**src/design/serial_bank_switch_mapper_unit_macros.svh**
```systemverilog
// Assertion macros for the serial bank switch mapper
`ifndef SERIAL_BANK_SWITCH_MAPPER_UNIT_MACROS_SVH
`define SERIAL_BANK_SWITCH_MAPPER_UNIT_MACROS_SVH

`ifndef ASSERT_OFF
`define SBSM_ASSERT(lbl, prop, msg) \
    lbl: assert property (@(posedge i_clk) disable iff (!i_rst_n) prop) else $error(msg);
`define SBSM_ASSERT_ALWAYS(lbl, prop, msg) \
    lbl: assert property (@(posedge i_clk) prop) else $error(msg);
`else
`define SBSM_ASSERT(lbl, prop, msg)
`define SBSM_ASSERT_ALWAYS(lbl, prop, msg)
`endif

`endif

```
**src/design/sbsm_pkg.sv**
```systemverilog
// Package: types, constants and helpers for the serial bank switch mapper
`timescale 1ns / 1ps
`default_nettype none

package sbsm_pkg;

    localparam int MAP_W   = 18;
    localparam int ADDR_W  = 16;
    localparam int DATA_W  = 8;
    localparam int COUNT_W = 5;

    // access kinds
    localparam logic [1:0] MODE_CPU_RD = 2'd0;
    localparam logic [1:0] MODE_CPU_WR = 2'd1;
    localparam logic [1:0] MODE_PPU    = 2'd2;

    // register selected by address bits 14:13 on commit
    localparam logic [1:0] REG_CONTROL = 2'd0;
    localparam logic [1:0] REG_CHR0    = 2'd1;
    localparam logic [1:0] REG_CHR1    = 2'd2;
    localparam logic [1:0] REG_PRG     = 2'd3;

    // PRG banking modes, control bits 3:2
    localparam logic [1:0] PRG_MODE_32K_A  = 2'd0;
    localparam logic [1:0] PRG_MODE_32K_B  = 2'd1;
    localparam logic [1:0] PRG_MODE_FIX_LO = 2'd2;
    localparam logic [1:0] PRG_MODE_FIX_HI = 2'd3;

    localparam logic [15:0] RAM_WIN_LO = 16'h6000;
    localparam logic [15:0] RAM_WIN_HI = 16'h7FFF;

    localparam logic [4:0] CTRL_RESET      = 5'h0C;
    localparam logic [4:0] PRG_COUNT_RESET = 5'd16;
    localparam logic [2:0] SHIFT_LAST      = 3'd4;

    typedef struct packed {
        logic [MAP_W-1:0] mapped_address;
        logic [1:0]       mirroring_mode;
        logic             ram_enable;
    } t_result;

    function automatic logic [3:0] last_bank(input logic [COUNT_W-1:0] count);
        logic [COUNT_W-1:0] dec;
        dec = count - 5'd1;
        return dec[3:0];
    endfunction

endpackage

`default_nettype wire

```
**src/design/sbsm_core.sv**
```systemverilog
// Mapper state registers, serial loader and address translation
`timescale 1ns / 1ps
`default_nettype none
`include "serial_bank_switch_mapper_unit_macros.svh"

module sbsm_core
    import sbsm_pkg::*;
(
    input  wire logic               i_clk,
    input  wire logic               i_rst_n,
    input  wire logic               i_accept,
    input  wire logic [1:0]         i_mode,
    input  wire logic [ADDR_W-1:0]  i_address,
    input  wire logic [DATA_W-1:0]  i_value,
    input  wire logic               i_cfg_wr_en,
    input  wire logic [COUNT_W-1:0] i_cfg_wr_data,
    output t_result                 o_result
);

    logic [COUNT_W-1:0] r_prg_count, n_prg_count;
    logic [4:0]         r_shift_value, n_shift_value;
    logic [2:0]         r_shift_count, n_shift_count;
    logic [4:0]         r_control, n_control;
    logic [4:0]         r_chr_low, n_chr_low;
    logic [4:0]         r_chr_high, n_chr_high;
    logic [3:0]         r_prg_low, n_prg_low;
    logic [3:0]         r_prg_high, n_prg_high;
    logic               r_ram_on, n_ram_on;

    logic               in_ram_win;
    logic [4:0]         shifted;
    logic [MAP_W-1:0]   mapped;

    assign in_ram_win = (i_address >= RAM_WIN_LO) && (i_address <= RAM_WIN_HI);
    assign shifted    = {i_value[0], r_shift_value[4:1]};

    always_comb begin
        n_prg_count   = r_prg_count;
        n_shift_value = r_shift_value;
        n_shift_count = r_shift_count;
        n_control     = r_control;
        n_chr_low     = r_chr_low;
        n_chr_high    = r_chr_high;
        n_prg_low     = r_prg_low;
        n_prg_high    = r_prg_high;
        n_ram_on      = r_ram_on;
        if (i_cfg_wr_en) begin
            n_prg_count = i_cfg_wr_data;
            n_prg_high  = last_bank(i_cfg_wr_data);
        end else if (i_accept && i_mode == MODE_CPU_WR && !in_ram_win) begin
            if (i_value[7]) begin
                n_control     = r_control | CTRL_RESET;
                n_shift_value = '0;
                n_shift_count = '0;
            end else if (r_shift_count >= SHIFT_LAST) begin
                n_shift_value = '0;
                n_shift_count = '0;
                if (i_address[15]) begin
                    case (i_address[14:13])
                        REG_CONTROL: begin
                            n_control = shifted;
                        end
                        REG_CHR0: begin
                            n_chr_low = r_control[4] ? shifted : {1'b0, shifted[4:1]};
                        end
                        REG_CHR1: begin
                            n_chr_high = shifted;
                        end
                        default: begin
                            case (r_control[3:2]) inside
                                PRG_MODE_32K_A, PRG_MODE_32K_B: begin
                                    n_prg_low = {1'b0, shifted[3:1]};
                                end
                                PRG_MODE_FIX_LO: begin
                                    n_prg_low  = '0;
                                    n_prg_high = shifted[3:0];
                                end
                                default: begin
                                    n_prg_low  = shifted[3:0];
                                    n_prg_high = last_bank(r_prg_count);
                                end
                            endcase
                            n_ram_on = !shifted[4];
                        end
                    endcase
                end
            end else begin
                n_shift_value = shifted;
                n_shift_count = r_shift_count + 3'd1;
            end
        end
    end

    // reads and PPU fetches leave state alone, so current banks serve them
    always_comb begin
        case (i_mode)
            MODE_CPU_RD: begin
                if (in_ram_win) begin
                    mapped = {5'd0, i_address[12:0]};
                end else if (r_control[3]) begin
                    if (i_address[15:14] == 2'b10) begin
                        mapped = {r_prg_low, i_address[13:0]};
                    end else begin
                        mapped = {r_prg_high, i_address[13:0]};
                    end
                end else begin
                    mapped = {r_prg_low[2:0], i_address[14:0]};
                end
            end
            MODE_CPU_WR: begin
                mapped = in_ram_win ? {5'd0, i_address[12:0]} : {2'd0, i_address};
            end
            default: begin
                if (r_control[4]) begin
                    if (i_address[15:12] == 4'd0) begin
                        mapped = {1'b0, r_chr_low, i_address[11:0]};
                    end else begin
                        mapped = {1'b0, r_chr_high, i_address[11:0]};
                    end
                end else begin
                    mapped = {r_chr_low, i_address[12:0]};
                end
            end
        endcase
    end

    assign o_result = {mapped, n_control[1:0], n_ram_on};

    always_ff @(posedge i_clk) begin
        if (!i_rst_n) begin
            r_prg_count   <= PRG_COUNT_RESET;
            r_shift_value <= '0;
            r_shift_count <= '0;
            r_control     <= CTRL_RESET;
            r_chr_low     <= '0;
            r_chr_high    <= '0;
            r_prg_low     <= '0;
            r_prg_high    <= last_bank(PRG_COUNT_RESET);
            r_ram_on      <= 1'b1;
        end else begin
            r_prg_count   <= n_prg_count;
            r_shift_value <= n_shift_value;
            r_shift_count <= n_shift_count;
            r_control     <= n_control;
            r_chr_low     <= n_chr_low;
            r_chr_high    <= n_chr_high;
            r_prg_low     <= n_prg_low;
            r_prg_high    <= n_prg_high;
            r_ram_on      <= n_ram_on;
        end
    end

    `SBSM_ASSERT(a_shift_count_range, r_shift_count <= SHIFT_LAST, "shift count beyond fifth bit")
    `SBSM_ASSERT(a_reset_bit_sets_prg_mode,
        (i_accept && !i_cfg_wr_en && i_mode == MODE_CPU_WR && !in_ram_win && i_value[7])
        |=> (r_control[3:2] == PRG_MODE_FIX_HI && r_shift_count == 3'd0),
        "reset bit write did not force PRG mode")
    `SBSM_ASSERT(a_cfg_sets_top_bank, i_cfg_wr_en |=> (r_prg_high == last_bank(r_prg_count)),
        "bank count write did not reload top bank")

endmodule

`default_nettype wire

```
**src/design/serial_bank_switch_mapper_unit.sv**
```systemverilog
// An accepted word is registered in the output or, on a stall, the skid register.
// One word per cycle while skid is empty; all translation is one combinational stage.
// An output register plus a skid register decouple the two sides, so input
// stays ready while a single result waits downstream.
// Reset (i_rst_n low, synchronous): output empty, mapper state to power-on
// values (control 0x0C, PRG bank count 16, PRG RAM enabled).
`timescale 1ns / 1ps
`default_nettype none
`include "serial_bank_switch_mapper_unit_macros.svh"

module serial_bank_switch_mapper_unit
    import sbsm_pkg::*;
(
    input  wire logic               i_clk,
    input  wire logic               i_rst_n,
    input  wire logic               i_s_axis_tvalid,
    output logic                    o_s_axis_tready,
    input  wire logic [23:0]        i_s_axis_tdata,  // address[15:0], value[23:16]
    input  wire logic [1:0]         i_s_axis_tuser,  // mode[1:0]
    output logic                    o_m_axis_tvalid,
    input  wire logic               i_m_axis_tready,
    output logic [23:0]             o_m_axis_tdata,  // mapped_address[17:0],
                                                     // mirroring_mode[19:18],
                                                     // ram_enable[20], zero[23:21]
    input  wire logic               i_cfg_wr_en,
    input  wire logic [COUNT_W-1:0] i_cfg_wr_data
);

    t_result r_out, n_out;
    t_result r_skid, n_skid;
    logic    r_out_valid, n_out_valid;
    logic    r_skid_valid, n_skid_valid;
    t_result result;
    logic    accept;
    logic    out_free;

    assign o_s_axis_tready = !r_skid_valid;
    assign accept          = i_s_axis_tvalid && !r_skid_valid;
    assign out_free        = !r_out_valid || i_m_axis_tready;

    sbsm_core u_core (
        .i_clk         (i_clk),
        .i_rst_n       (i_rst_n),
        .i_accept      (accept),
        .i_mode        (i_s_axis_tuser),
        .i_address     (i_s_axis_tdata[15:0]),
        .i_value       (i_s_axis_tdata[23:16]),
        .i_cfg_wr_en   (i_cfg_wr_en),
        .i_cfg_wr_data (i_cfg_wr_data),
        .o_result      (result)
    );

    always_comb begin
        n_out        = r_out;
        n_skid       = r_skid;
        n_out_valid  = r_out_valid;
        n_skid_valid = r_skid_valid;
        if (out_free) begin
            if (r_skid_valid) begin
                n_out        = r_skid;
                n_out_valid  = 1'b1;
                n_skid_valid = accept;
                n_skid       = result;
            end else begin
                n_out       = result;
                n_out_valid = accept;
            end
        end else if (accept) begin
            n_skid       = result;
            n_skid_valid = 1'b1;
        end
    end

    always_ff @(posedge i_clk) begin
        if (!i_rst_n) begin
            r_out_valid  <= 1'b0;
            r_skid_valid <= 1'b0;
        end else begin
            r_out_valid  <= n_out_valid;
            r_skid_valid <= n_skid_valid;
        end
    end

    always_ff @(posedge i_clk) begin
        r_out  <= n_out;
        r_skid <= n_skid;
    end

    assign o_m_axis_tvalid = r_out_valid;
    assign o_m_axis_tdata  = {3'd0, r_out.ram_enable, r_out.mirroring_mode,
                              r_out.mapped_address};

    `SBSM_ASSERT(a_skid_implies_out, r_skid_valid |-> r_out_valid, "skid word without output word")
    `SBSM_ASSERT(a_accept_lands,
        (accept && !r_out_valid) |=> (r_out_valid && !r_skid_valid),
        "accepted word lost on empty output")
    `SBSM_ASSERT(a_stall_fills_skid,
        (accept && r_out_valid && !i_m_axis_tready) |=> r_skid_valid,
        "stalled word not held in skid register")
    `SBSM_ASSERT_ALWAYS(a_reset_empties,
        !i_rst_n |=> (!r_out_valid && !r_skid_valid),
        "output not empty after reset")

endmodule

`default_nettype wire
```
**config.mk**
```make
export PLATFORM = sky130hd
export DESIGN_NAME = serial_bank_switch_mapper_unit
export DESIGN_NICKNAME = d
export VERILOG_FILES = /design/src/design/sbsm_pkg.sv /design/src/design/sbsm_core.sv /design/src/design/serial_bank_switch_mapper_unit.sv
export VERILOG_INCLUDE_DIRS = /design/src /design/src/design
export SDC_FILE = /design/constraint.sdc
export NUM_CORES = 1
export LEC_CHECK = 0
export CELL_PAD_IN_SITES_DETAIL_PLACEMENT = 0
export CELL_PAD_IN_SITES_GLOBAL_PLACEMENT = 1
export CORE_UTILIZATION = 44
export DETAILED_ROUTE_END_ITERATION = 8
export DONT_BUFFER_PORTS = 1
export PLACE_DENSITY = 0.75
export SYNTH_ARGS = -nofsm -noshare
export SYNTH_HDL_FRONTEND = slang
export SYNTH_SLANG_ARGS = --single-unit
```
**constraint.sdc**
```tcl
create_clock -name i_clk -period 2.8 [get_ports i_clk]
set_input_delay 0 -clock i_clk [delete_from_list [all_inputs] [get_ports i_clk]]
set_output_delay 0 -clock i_clk [all_outputs]
set_load 0.005 [all_outputs]
```
==> out/summary.md <==
The run finished with clean final reports. In this run, CTS created clock tree buffers numbering 9. The H-tree was split into 3 levels. Compared with the post-synthesis result, the final layout area differs by 14.8%. Once detail routing completed, the nets flagged for antenna violations numbered 0. The floorplan die height came out at 93.1 microns. The top cell types in the final layout, fill and taps aside, are sky130_fd_sc_hd__edfxtp_1, sky130_fd_sc_hd__dfxtp_1, sky130_fd_sc_hd__dlygate4sd3_1, sky130_fd_sc_hd__nand2_1, sky130_fd_sc_hd__nor2_1. The number of buffers and inverters on the critical path came out at 1. After synthesis, the largest family of logic cells by area is simple AND/OR/NAND/NOR gates.

For this design the ratio of total power to cell area is 567 nW/um^2. Timing would allow up to 431 MHz. After detailed placement, the total cell area comes to 3680 sq um. For the overall global routing resource usage, the log shows 0.193. The number of detailed-route iterations in the first pass was 4; the aggregate global routing overflow was 0. The post-synthesis async set-or-reset flop share is 0. Fraction of synthesized cell area taken by the top area cell type: 0.345.

The share of the yosys chip area belonging to registers is 0.548, and the setup skew after layout is 7.61 ps. The post-synthesis share of cell area spent on full adders, half adders and majority gates came out at 0.0137. The delay of the slowest cell on the worst path came out at 610 ps.

The class of the most critical hold timing path was primary input to register. In the synthesized netlist the dominant register cell turns out to be sky130_fd_sc_hd__edfxtp_1. The initial core utilization is 0.463.

In this run the mean area of a mapped cell was 10.7 sq um. The die covers 8680 sq um. The first global-routing pass estimated 12700 microns of wire. The area fraction in compound gates after synthesis was 0.101. The tools report the synthesized netlist cell count as 340.

The smallest clock period supported by the final layout is computed as 2320 ps. Share of final-layout standard cells stronger than drive strength 1: 0.122. The remaining design rule violation count was 0.

The worst path required time came out at 3080 ps. Leaving out fill and tap cells, the most frequent cell in the layout is sky130_fd_sc_hd__edfxtp_1. The multiplexer fraction of the synthesized cell area is 0.101, and the total of buffers placed on input and output ports is 0.

The logs give 7890 sq um for the core outline area and 4200 sq um for the final design instance area without fill. For this run, the number of Yosys warnings is 0. Critical path class: register to register.

The final weighted congestion in routability-driven placement was 0.738. The run gives 3650 sq um as the cell area after technology mapping. Setup repair after global routing left no endpoint under its margin.

Summed over all instances, the cell type with the most area after synthesis is sky130_fd_sc_hd__edfxtp_1. For the pin with the worst max-slew slack, the measured transition is 939 ps. IR analysis of the VDD net gives a maximum drop of 0.265 mV. The sum of negative setup slack came out at 0 ps. The number of distinct standard cells referenced by the synthesized netlist is 52. The repair_antennas step left the layout with diodes totalling 0. TritonCTS built the clock tree. Basic-gate share of the synthesized area counting and, or, nand and nor cells: 0.167. The final period utilization came out at 0.829. The logs give 32 for the count of standard-cell rows and 1.54 nW for the static power due to leakage.

62 I/O pins were placed. Final-report hold violation count: 0. Entering global routing, the biggest net connects 30 pins. Setup violations remaining at the end of the flow were counted as 0.

Wires add up to 7700 microns. The number of enable flip-flop cells after synthesis was 42; the setup fix buffers added after clock tree synthesis was 0. The root buffer selected by CTS is sky130_fd_sc_hd__clkbuf_8. Traced cell by cell, the critical path runs through nand4bb_1 > nor3_2 > o21ai_0 > dlygate4sd3_1 > a31oi_1. The worst-path maximum fanout came out at 9. The slowest cell on the critical path was sky130_fd_sc_hd__dlygate4sd3_1. The logs give 2507 for the via count and 163 for the count of routing violations after the opening detailed-route iteration. The run gives 0.373 as the worst slew slack as a fraction of its limit. The clock-pin slew on the worst setup and hold paths was 80 ps; the total count of max-transition violations in the final report was 0. The dominant delay contributor by cell family on the critical path is simple AND/OR/NAND/NOR gates.

In the post-synthesis netlist, the biggest area contributors are sky130_fd_sc_hd__edfxtp_1, sky130_fd_sc_hd__dfxtp_1, sky130_fd_sc_hd__mux2_2. The width of the die is 93.1 microns. The routed wire length per instance is 16.6 microns, and the average via count per standard cell is 5.40. The number of max-cap violations was 0; the layout net count was 397.

The later pin in the worst-skew pair is clocked with a latency of 350 ps. The post-synthesis xor/xnor area fraction is 0.00959. The category of the worst setup path capture point was a register. At the worst endpoint, the arrival time is 2600 ps. The HPWL after detailed placement is 5200 microns. Counting every sink on the clock net gives 79. The total of fill cells in the finished design is 691, and the number of flip-flops and latches in the synthesized netlist is 79. The run gives 0 as the initial antenna violation count. The via count of the first global-routing pass was 2465. The nature of the critical path startpoint is a register. The number of buffers between clock root and the deepest sink came out at 2.
-- kinds of logic after synthesis --
group                      count (synthesis)
and+or+nand+nor                          111
xor gates and xnor gates                   4
DFF                                       79
muxes                                     34
buffers and inverters                     49
AOI/OAI and AO/OA                         58
adders and majority gates                  4
other                                      1
-- state kept, by name, summed over array words and instances (netlist names) --
name / count
u_core.r_ram_on: 1
u_core.r_prg_low: 4
u_core.r_prg_high: 4
o_m_axis_tdata: 21
u_core.r_chr_high: 5
r_skid: 21
u_core.r_shift_count: 3
r_skid_valid: 1
u_core.r_shift_value: 4
o_m_axis_tvalid: 1
u_core.r_prg_count: 4
u_core.r_chr_low: 5
u_core.r_control: 5
-- what timing repair did --
action | 4_1_cts | 5_1_grt
hold buffers | 29 | 0
hold endpoints to repair | 62 | 0
gates resized for setup | 0 | 0
-- synth_stat cells, types with 5 or more instances --
cell and number:
sky130_fd_sc_hd__a211oi_1 8, sky130_fd_sc_hd__a21oi_1 12, sky130_fd_sc_hd__a31oi_1 7, sky130_fd_sc_hd__clkbuf_1 19, sky130_fd_sc_hd__dfxtp_1 37, sky130_fd_sc_hd__edfxtp_1 42, sky130_fd_sc_hd__inv_1 20, sky130_fd_sc_hd__mux2_2 17
sky130_fd_sc_hd__mux2i_1 15, sky130_fd_sc_hd__nand2_1 25, sky130_fd_sc_hd__nand2b_1 5, sky130_fd_sc_hd__nand3_1 19, sky130_fd_sc_hd__nor2_1 22, sky130_fd_sc_hd__nor3_1 8, sky130_fd_sc_hd__o21ai_0 16
-- power breakdown --
| group | internal, mW | switching (mW) |
|---|---|---|
| Clock | 0.508 | 0.422 |
| Combinational | 0.0739 | 0.0848 |
| Sequential | 1.27 | 0.0212 |
-- cell type report --
class                           instances  area, sq um  share of cell area
Clock inverter                          6         95.1              0.0227
Sequential cell                        79         2000               0.477
Clock buffer                           10          128              0.0304
Tap cell                              102          128              0.0304
Inverter                               20         75.1              0.0179
Multi-Input combinational cell        214         1450               0.345
Timing Repair Buffer                   33          320              0.0763
-- metal layers --
metal  part of all wire  up-vias  global-route usage
li1                   -     1260                   -
met1               0.47     1183               0.251
met2               0.47       52               0.314
met3              0.043       12              0.0415
met4              0.014        0              0.0769
met5                  0        -                   0
-- tightest hold or removal path, stage by stage --
cell                       delay [ps]
sky130_fd_sc_hd__a211oi_1          20
sky130_fd_sc_hd__nand3_1          120
sky130_fd_sc_hd__nand2_1           60
-- per-stage QoR --
stage | setup slack, ps | util | cells | power, mW | hold slack [ps]
2_1_floorplan | 451 | - | 342 | 1.41 | 98.9
3_3_place_gp | 798 | 0.467 | 419 | 1.42 | 77.7
3_5_place_dp | 775 | 0.467 | 419 | 1.43 | 79.8
4_1_cts | 493 | 0.532 | 464 | 2.41 | 4.65
5_1_grt | 281 | 0.532 | 464 | 2.46 | 17.2
6_report | 478 | 0.532 | 464 | 2.38 | 10.6
-- final timing paths --
kind | startpoint | to | slack (ps) | cells after the start
max | r_skid_valid | u_core.r_control[3] | 480 | 5
min | i_s_axis_tuser[1] | r_skid[17] | 10 | 3
max reg2reg | r_skid_valid | u_core.r_control[3] | 480 | 5
min reg2reg | u_core.r_prg_low[3] | u_core.r_prg_low[3] | 460 | 2
Power figures use the tool's default switching activity.
